[src/rtl/z80alu_pkg.sv]
// Shared types, operation codes and flag helpers for the 8-bit ALU with flags.
// No dependencies; imported by the core, the top level and the testbench.
package z80alu_pkg;

    localparam logic [4:0] OP_ADD  = 5'd0;
    localparam logic [4:0] OP_ADC  = 5'd1;
    localparam logic [4:0] OP_SUB  = 5'd2;
    localparam logic [4:0] OP_SBC  = 5'd3;
    localparam logic [4:0] OP_AND  = 5'd4;
    localparam logic [4:0] OP_XOR  = 5'd5;
    localparam logic [4:0] OP_OR   = 5'd6;
    localparam logic [4:0] OP_CP   = 5'd7;
    localparam logic [4:0] OP_RLC  = 5'd8;
    localparam logic [4:0] OP_RRC  = 5'd9;
    localparam logic [4:0] OP_RL   = 5'd10;
    localparam logic [4:0] OP_RR   = 5'd11;
    localparam logic [4:0] OP_SLA  = 5'd12;
    localparam logic [4:0] OP_SRA  = 5'd13;
    localparam logic [4:0] OP_SLL  = 5'd14;
    localparam logic [4:0] OP_SRL  = 5'd15;
    localparam logic [4:0] OP_RLCA = 5'd16;
    localparam logic [4:0] OP_RRCA = 5'd17;
    localparam logic [4:0] OP_RLA  = 5'd18;
    localparam logic [4:0] OP_RRA  = 5'd19;
    localparam logic [4:0] OP_DAA  = 5'd20;
    localparam logic [4:0] OP_CPL  = 5'd21;
    localparam logic [4:0] OP_SCF  = 5'd22;
    localparam logic [4:0] OP_CCF  = 5'd23;
    localparam logic [4:0] OP_INC  = 5'd24;
    localparam logic [4:0] OP_DEC  = 5'd25;

    localparam logic [8:0] DAA_SUB_HI = 9'h160;
    localparam logic [8:0] DAA_ADD_HI = 9'h060;
    localparam logic [8:0] DAA_LO_ADJ = 9'h006;
    localparam logic [8:0] DAA_HI_LIM = 9'h090;
    localparam logic [7:0] DAA_BCD_MAX = 8'h99;

    typedef struct packed {
        logic [4:0] operation;
        logic [7:0] accumulator_in;
        logic [7:0] operand;
        logic [7:0] flags_in;
    } alu_req_t;

    typedef struct packed {
        logic [7:0] result_byte;
        logic [7:0] flags_out;
    } alu_rsp_t;

    // sign, zero, bits 5 and 3, even parity; H, N and C clear
    function automatic logic [7:0] sz53p(input logic [7:0] v);
        return {v[7], (v == 8'd0), v[5], 1'b0, v[3], ~^v, 2'b00};
    endfunction

endpackage

[src/rtl/z80alu_if.sv]
// Valid/ready channel interfaces for ALU requests and responses.
// Depends on nothing; the field widths match those in z80alu_pkg.
interface z80alu_req_if;
    logic       valid;
    logic       ready;
    logic [4:0] operation;
    logic [7:0] accumulator_in;
    logic [7:0] operand;
    logic [7:0] flags_in;

    modport source (output valid, output operation, output accumulator_in,
                    output operand, output flags_in, input ready);
    modport sink   (input valid, input operation, input accumulator_in,
                    input operand, input flags_in, output ready);
endinterface

interface z80alu_rsp_if;
    logic       valid;
    logic       ready;
    logic [7:0] result_byte;
    logic [7:0] flags_out;

    modport source (output valid, output result_byte, output flags_out, input ready);
    modport sink   (input valid, input result_byte, input flags_out, output ready);
endinterface

[src/rtl/z80alu_core.sv]
// Combinational datapath of the ALU: result byte and new flag byte.
// Depends on z80alu_pkg (operation codes, request/response types, sz53p).
module z80alu_core (
    input  z80alu_pkg::alu_req_t req,
    output z80alu_pkg::alu_rsp_t rsp
);
    import z80alu_pkg::*;

    logic [7:0] a;
    logic [7:0] n;
    logic [7:0] f;
    logic       c;
    logic       is_sub;
    logic       cin;
    logic [8:0] t;
    logic [8:0] cb;
    logic [7:0] as_flags;
    logic [7:0] sh;
    logic       sh_c;
    logic [8:0] acu;
    logic       hf;
    logic       hd;
    logic [7:0] r;
    logic [7:0] nf;

    assign a = req.accumulator_in;
    assign n = req.operand;
    assign f = req.flags_in;
    assign c = f[0];

    assign is_sub = (req.operation == OP_SUB) || (req.operation == OP_SBC)
                 || (req.operation == OP_CP);
    assign cin    = ((req.operation == OP_ADC) || (req.operation == OP_SBC)) ? c : 1'b0;

    always_comb
    begin
        if (is_sub)
        begin
            t = {1'b0, a} - {1'b0, n} - {8'd0, cin};
        end
        else
        begin
            t = {1'b0, a} + {1'b0, n} + {8'd0, cin};
        end
        cb = {1'b0, a} ^ {1'b0, n} ^ t;
        as_flags = {t[7], (t[7:0] == 8'd0), t[5], cb[4], t[3], cb[8] ^ cb[7],
                    is_sub, cb[8]};
    end

    always_comb
    begin
        unique case (req.operation[2:0])
            3'd0:
            begin
                sh = {n[6:0], n[7]};
                sh_c = n[7];
            end
            3'd1:
            begin
                sh = {n[0], n[7:1]};
                sh_c = n[0];
            end
            3'd2:
            begin
                sh = {n[6:0], c};
                sh_c = n[7];
            end
            3'd3:
            begin
                sh = {c, n[7:1]};
                sh_c = n[0];
            end
            3'd4:
            begin
                sh = {n[6:0], 1'b0};
                sh_c = n[7];
            end
            3'd5:
            begin
                sh = {n[7], n[7:1]};
                sh_c = n[0];
            end
            3'd6:
            begin
                sh = {n[6:0], 1'b1};
                sh_c = n[7];
            end
            default:
            begin
                sh = {1'b0, n[7:1]};
                sh_c = n[0];
            end
        endcase
    end

    // decimal adjust after add or subtract
    always_comb
    begin
        acu = {1'b0, a};
        hf  = f[4];
        hd  = c || (a > DAA_BCD_MAX);
        if (f[1])
        begin
            if (hf || (a[3:0] > 4'd9))
            begin
                if (a[3:0] > 4'd5)
                begin
                    hf = 1'b0;
                end
                acu = {1'b0, a - DAA_LO_ADJ[7:0]};
            end
            if (hd)
            begin
                acu = acu - DAA_SUB_HI;
            end
        end
        else
        begin
            if (hf || (a[3:0] > 4'd9))
            begin
                hf  = (a[3:0] > 4'd9);
                acu = acu + DAA_LO_ADJ;
            end
            if (c || ({acu[8:4], 4'd0} > DAA_HI_LIM))
            begin
                acu = acu + DAA_ADD_HI;
            end
        end
    end

    always_comb
    begin
        r  = a;
        nf = f;
        unique case (req.operation)
            OP_ADD, OP_ADC, OP_SUB, OP_SBC:
            begin
                r  = t[7:0];
                nf = as_flags;
            end
            OP_AND:
            begin
                r  = a & n;
                nf = sz53p(a & n) | 8'h10;
            end
            OP_XOR:
            begin
                r  = a ^ n;
                nf = sz53p(a ^ n);
            end
            OP_OR:
            begin
                r  = a | n;
                nf = sz53p(a | n);
            end
            OP_CP:
            begin
                nf = {as_flags[7:6], n[5], as_flags[4], n[3], as_flags[2:0]};
            end
            OP_RLC, OP_RRC, OP_RL, OP_RR, OP_SLA, OP_SRA, OP_SLL, OP_SRL:
            begin
                r  = sh;
                nf = sz53p(sh) | {7'd0, sh_c};
            end
            OP_RLCA:
            begin
                r  = {a[6:0], a[7]};
                nf = {f[7:6], a[4], 1'b0, a[2], f[2], 1'b0, a[7]};
            end
            OP_RRCA:
            begin
                r  = {a[0], a[7:1]};
                nf = {f[7:6], a[6], 1'b0, a[4], f[2], 1'b0, a[0]};
            end
            OP_RLA:
            begin
                r  = {a[6:0], c};
                nf = {f[7:6], a[4], 1'b0, a[2], f[2], 1'b0, a[7]};
            end
            OP_RRA:
            begin
                r  = {c, a[7:1]};
                nf = {f[7:6], a[6], 1'b0, a[4], f[2], 1'b0, a[0]};
            end
            OP_DAA:
            begin
                r  = acu[7:0];
                nf = sz53p(acu[7:0]) | {3'd0, hf, 2'd0, f[1], c | acu[8]};
            end
            OP_CPL:
            begin
                r  = ~a;
                nf = {f[7:6], ~a[5], 1'b1, ~a[3], f[2], 1'b1, f[0]};
            end
            OP_SCF:
            begin
                nf = {f[7:6], a[5], 1'b0, a[3], f[2], 1'b0, 1'b1};
            end
            OP_CCF:
            begin
                nf = {f[7:6], a[5], c, a[3], f[2], 1'b0, ~c};
            end
            OP_INC:
            begin
                r  = n + 8'd1;
                nf = {r[7], (r == 8'd0), r[5], (r[3:0] == 4'h0), r[3],
                      (r == 8'h80), 1'b0, f[0]};
            end
            OP_DEC:
            begin
                r  = n - 8'd1;
                nf = {r[7], (r == 8'd0), r[5], (r[3:0] == 4'hf), r[3],
                      (r == 8'h7f), 1'b1, f[0]};
            end
            default:
            begin
                r  = a;
                nf = f;
            end
        endcase
    end

    assign rsp.result_byte = r;
    assign rsp.flags_out   = nf;

endmodule

[src/rtl/cpu_alu_8bit_with_flags.sv]
// Top level of the 8-bit ALU with flags: input register, core, result register.
// Depends on z80alu_pkg, z80alu_req_if, z80alu_rsp_if and z80alu_core.
//
// Usage:
//   req channel: operation, accumulator_in, operand, flags_in; a transfer
//     happens when req.valid and req.ready are both high at a rising edge.
//   rsp channel: result_byte and flags_out, one response per request, in order.
//   Path: an accepted request enters the input register, then passes the ALU
//     logic into the result register, which drives rsp.valid; the response
//     transfers when rsp.valid and rsp.ready are both high at a rising edge.
//   Throughput: one request per cycle while rsp.ready is high; the input and
//     result registers form a two-entry pipeline with per-stage valid bits.
//   Stall: with rsp.ready low the result register holds; the input register
//     still takes one more request, after which req.ready drops until the
//     result is taken.
//   Reset: rst_n low clears both valid bits; nothing is in flight afterwards.
//   Unused operation codes pass the accumulator and flags through unchanged.
module cpu_alu_8bit_with_flags (
    input  logic         clk,
    input  logic         rst_n,
    z80alu_req_if.sink   req,
    z80alu_rsp_if.source rsp
);
    import z80alu_pkg::*;

    logic     s1_valid_reg;
    logic     s1_valid_next;
    alu_req_t s1_data_reg;
    logic     rsp_valid_reg;
    logic     rsp_valid_next;
    alu_rsp_t rsp_data_reg;
    alu_rsp_t core_rsp;
    logic     s1_ready;
    logic     s2_ready;

    assign s2_ready  = !rsp_valid_reg || rsp.ready;
    assign s1_ready  = !s1_valid_reg || s2_ready;
    assign req.ready = s1_ready;

    assign s1_valid_next  = s1_ready ? req.valid : s1_valid_reg;
    assign rsp_valid_next = s2_ready ? s1_valid_reg : rsp_valid_reg;

    always_ff @(posedge clk or negedge rst_n)
    begin
        if (!rst_n)
        begin
            s1_valid_reg  <= 1'b0;
            rsp_valid_reg <= 1'b0;
        end
        else
        begin
            s1_valid_reg  <= s1_valid_next;
            rsp_valid_reg <= rsp_valid_next;
        end
    end

    always_ff @(posedge clk)
    begin
        if (req.valid && s1_ready)
        begin
            s1_data_reg <= '{operation:      req.operation,
                             accumulator_in: req.accumulator_in,
                             operand:        req.operand,
                             flags_in:       req.flags_in};
        end
        if (s1_valid_reg && s2_ready)
        begin
            rsp_data_reg <= core_rsp;
        end
    end

    z80alu_core u_core (
        .req (s1_data_reg),
        .rsp (core_rsp)
    );

    assign rsp.valid       = rsp_valid_reg;
    assign rsp.result_byte = rsp_data_reg.result_byte;
    assign rsp.flags_out   = rsp_data_reg.flags_out;

    a_req_fills_s1: assert property (@(posedge clk) disable iff (!rst_n)
        (req.valid && req.ready) |=> s1_valid_reg)
        else $error("accepted request did not reach the input register");

    a_s1_holds: assert property (@(posedge clk) disable iff (!rst_n)
        (s1_valid_reg && !s2_ready) |=> (s1_valid_reg && $stable(s1_data_reg)))
        else $error("input register changed while stalled");

    a_s1_moves: assert property (@(posedge clk) disable iff (!rst_n)
        (s1_valid_reg && s2_ready) |=> rsp_valid_reg)
        else $error("advanced item did not reach the result register");

    a_full_blocks: assert property (@(posedge clk) disable iff (!rst_n)
        (s1_valid_reg && rsp_valid_reg && !rsp.ready) |-> !req.ready)
        else $error("request taken while both stages are full and stalled");

endmodule

[src/flat_wrapper.sv]
// flat-port wrapper written by rule: the top's interface ports become plain ports
module cpu_alu_8bit_with_flags_flat import z80alu_pkg::*;
  (clk, rst_n, req_valid, req_operation, req_accumulator_in, req_operand, req_flags_in, req_ready, rsp_valid, rsp_result_byte, rsp_flags_out, rsp_ready);
  z80alu_req_if req_i ();
  z80alu_rsp_if rsp_i ();
  input  logic clk;
  input  logic rst_n;
  input wire logic [$bits(req_i.valid)-1:0] req_valid;
  input wire logic [$bits(req_i.operation)-1:0] req_operation;
  input wire logic [$bits(req_i.accumulator_in)-1:0] req_accumulator_in;
  input wire logic [$bits(req_i.operand)-1:0] req_operand;
  input wire logic [$bits(req_i.flags_in)-1:0] req_flags_in;
  output wire logic [$bits(req_i.ready)-1:0] req_ready;
  output wire logic [$bits(rsp_i.valid)-1:0] rsp_valid;
  output wire logic [$bits(rsp_i.result_byte)-1:0] rsp_result_byte;
  output wire logic [$bits(rsp_i.flags_out)-1:0] rsp_flags_out;
  input wire logic [$bits(rsp_i.ready)-1:0] rsp_ready;
  assign req_i.valid = req_valid;
  assign req_i.operation = req_operation;
  assign req_i.accumulator_in = req_accumulator_in;
  assign req_i.operand = req_operand;
  assign req_i.flags_in = req_flags_in;
  assign req_ready = req_i.ready;
  assign rsp_valid = rsp_i.valid;
  assign rsp_result_byte = rsp_i.result_byte;
  assign rsp_flags_out = rsp_i.flags_out;
  assign rsp_i.ready = rsp_ready;
  cpu_alu_8bit_with_flags u_core (.clk(clk), .rst_n(rst_n), .req(req_i), .rsp(rsp_i));
endmodule
[config.mk]
export PLATFORM = sky130hd
export DESIGN_NAME = cpu_alu_8bit_with_flags_flat
export DESIGN_NICKNAME = d
export VERILOG_FILES = /design/src/rtl/z80alu_pkg.sv /design/src/rtl/z80alu_if.sv /design/src/rtl/z80alu_core.sv /design/src/rtl/cpu_alu_8bit_with_flags.sv /design/src/flat_wrapper.sv
export SDC_FILE = /design/constraint.sdc
export NUM_CORES = 1
export LEC_CHECK = 0
export BUFFER_PORTS_ARGS = -buffer_cell sky130_fd_sc_hd__buf_2
export CORE_MARGIN = 2
export CORE_UTILIZATION = 45
export CTS_BUF_LIST = sky130_fd_sc_hd__clkbuf_2 sky130_fd_sc_hd__clkbuf_4 sky130_fd_sc_hd__clkbuf_8
export CTS_CLUSTER_SIZE = 28
export DETAILED_ROUTE_END_ITERATION = 16
export MAX_ROUTING_LAYER = met4
export PLACE_DENSITY = 0.72
export SETUP_SLACK_MARGIN = 0.5
export SYNTH_ARGS = -nofsm -noshare
export SYNTH_HDL_FRONTEND = slang
export SYNTH_SLANG_ARGS = --single-unit
[constraint.sdc]
create_clock -name clk -period 8.1 [get_ports clk]
set_clock_uncertainty 0.2 [all_clocks]
set_input_delay 0.405 -clock clk [delete_from_list [all_inputs] [get_ports clk]]
set_output_delay 0.405 -clock clk [all_outputs]
set_load 0.05 [all_outputs]
==> results.tsv <==
stage	metric	value	unit
outcome	status	finished, final reports clean	
sta	period_minus_slack	5570	ps
worst_setup_path	end_kind	flip-flop	
synth	dominantRegCellSynth	edfxtp_1	
global_route	grt_max_degree	46	
sta	tightest_slew	973	ps
floorplanning	io_pins	51	
global_route	grt.overflow.total	0	
sta	maxSlewHeadroom	0.348	
floorplanning	die_area	13700	um2
clocking	cts_resized	0	
worst_setup_path	cpMostUsedCell	ha_1	
cells_and_area	largest_register_ffs	29	
clocking	cts_sinks	47	
sta	rsz0062_at_grt	no	
cells_and_area	layout-drive-gt1-share	0.122	
worst_setup_path	critPathMaxStageDelay	670	ps
drt	drt-wirelength-per-cell	22.4	um
global_route	grt_pass1_wl	29.5	mm
cells_and_area	final_area	6260	um2
place	port_buffers	50	
floorplanning	initial_core_util	0.458	
worst_setup_path	arrival	5430	ps
drt	drt-vias-per-instance	6.51	
floorplanning	coreArea	12500	um2
synth	netlist_area	5730	um2
clocking	cts_tree	yes	
cells_and_area	fillCellCount	1233	
worst_setup_path	crit_fanout	15	
place	globalplace.congestion	1.09	
place	placed_cell_area	6110	um2
synth	syn_area_per_cell	8.48	um2
global_route	grt_pass1_vias	5137	
place	dp_hpwl	14.9	mm
worst_setup_path	required	7960	ps
clocking	clockBufferDepth	2	
worst_setup_path	worst-setup-path-type	reg2reg	
floorplanning	die_y	117	um
clocking	htreeDepth	2	
sta	setup_viol	0	
cells_and_area	nets	802	
clocking	clk_latency	310	ps
synth	syn_nets	776	
synth	yosys_warnings	0	
flow_run	drv_cap	0	
synth	ys_seq_area_frac	0.244	
sta	max_freq	0.180	GHz
synth	ys_top_cells_by_count	63 x ha_1, 45 x edfxtp_1, 45 x nand2_1, 45 x nor2_1	
worst_setup_path	path_cells	inv_1 > ha_1 > and3b_1 > a21oi_1 > nor2_1 > ha_1 > nand2_1 > mux2_4 > a2111oi_4 > o32ai_2 > and2_4 > or3_1 > a31oi_1 > ha_1 > xor2_1 > xnor2_1 > o22ai_1 > a211oi_1 > o311a_1 > o32ai_1 > a31o_1	
global_route	antenna_found_initial	0	
synth	yosysUniqueCellTypes	79	
synth	synthTopCellsByArea	edfxtp_1 24%, ha_1 14%, xnor2_1 5.5%	
synth	yosysMostFrequentCell	ha_1	
synth	netlist_instances	676	
drt	drt-initial-drc-count	711	
drt	drc	0	
synth	ys_ff_latch	47	
clocking	cts_root_buffer	clkbuf_8	
cells_and_area	syn2layout_area_growth	9.19	%
clocking	cts_buffers	5	
worst_setup_path	cp_slowest_cell	edfxtp_1	
drt	ant_nets	0	
synth	synth_top_area_frac	0.236	
cells_and_area	antennaDiodeCount	0	
sta	totalNegativeSetupSlack	0	ps
pwr	power_leakage	2.53	nW
sta	period_share	0.687	
worst_setup_path	start_kind	flip-flop	
clocking	path_clk_slew	90	ps
sta	fin_hold_ws	57.8	ps
drt	vias	5694	
place	dp.cells	866	
floorplanning	chipWidth	117	um
synth	synth_edf_count	45	
synth	async_reset_ff_frac	0.0426	
global_route	grt.total_usage	0.296	
synth	yosys.area.top_type	edfxtp_1	
pwr	ir_drop	0.104	mV
sta	final_hold_viol_count	0	
worst_hold_path	holdCritPathClass	in2reg	
sta	slew_viol_final	0	
cells_and_area	layout.cells.non_filler	875	
drt	drtPass1Iterations	5	
pwr	power_density	153	nW/um2
floorplanning	fp-row-count	41	
drt	routed_wl	19.6	mm
[where the power goes]
part	switching, mW	total [mW]	internal [mW]
clock	0.0811	0.204	0.123
sequential	0.0277	0.321	0.293
combinational	0.273	0.431	0.158
[critical path: cells and delay by family (launching register included)]
family	cells	cell delay [ps]
fa+ha+maj	3	740
flops	1	670
simple gates	5	1130
mux	1	310
xor+xnor	2	320
buf+inv	1	170
compound gates	9	1760
[layout make-up]
type | count | area (um2) | area share
Clock inverter | 3 | 67.6 | 0.0108
Inverter | 46 | 173 | 0.0276
Sequential cell | 47 | 1400 | 0.224
Timing Repair Buffer | 62 | 343 | 0.0548
Clock buffer | 5 | 68.8 | 0.0110
Tap cell | 172 | 215 | 0.0344
Multi-Input combinational cell | 540 | 3990 | 0.638
[final timing paths]
check / startpoint / to / slack, ps / depth (start not counted)
max in group asynchronous: rst_n / u_core.rsp.valid / 7400 / 2
hold / removal: req_operand[5] / u_core.s1_data_reg[13] / 60 / 1
setup / recovery: u_core.s1_data_reg[18] / u_core.rsp.flags_out[2] / 2530 / 21
hold reg to reg: u_core.s1_valid_reg / u_core.rsp.valid / 310 / 1
setup reg to reg: u_core.s1_data_reg[18] / u_core.rsp.flags_out[2] / 2530 / 21
min in group asynchronous: rst_n / u_core.s1_valid_reg / 200 / 2
[cell usage in the layout, fill, tap and decap left out, drive strengths merged, types with 21 or more instances in the layout]
cell,instances
a21oi,43
buf,61
edfxtp,45
ha,63
inv,46
mux2i,27
nand2,45
nor2,45
nor3,22
o21ai,32
o22ai,21
xnor2,36
[logic make-up after synthesis]
kind of cell,share of synthesized area
flip-flops,0.244
AO/OA/AOI/OAI,0.241
AND/OR/NAND/NOR,0.182
XOR/XNOR,0.0718
buffers and inverters,0.0602
multiplexers,0.0497
adder cells (fa/ha/maj),0.151
[per-stage QoR]
stage / util / power, mW / setup WS, ps
after floorplan: - / 0.628 / 2970
after global placement: 0.489 / 0.736 / 2800
after detailed placement: 0.489 / 0.742 / 2660
after CTS: 0.500 / 0.946 / 2590
after global routing: 0.500 / 0.998 / 2170
final: 0.500 / 0.956 / 2530
[per-layer routing]
layer / up-vias / routed length [um] / GRT usage / share of wire
met1: 2710 / 8510 / 0.415 / 0.43
met4: 0 / 770 / 0.106 / 0.039
met2: 363 / 8330 / 0.429 / 0.42
li1: 2569 / - / - / -
met3: 52 / 1990 / 0.0541 / 0.10
met5: - / 0 / - / 0
[repair_timing]
item,in CTS,in global routing
hold buffers,1,0
setup buffers,0,0
endpoints found under the hold margin,2,0
No activity file was read; power rests on OpenSTA's default activity.
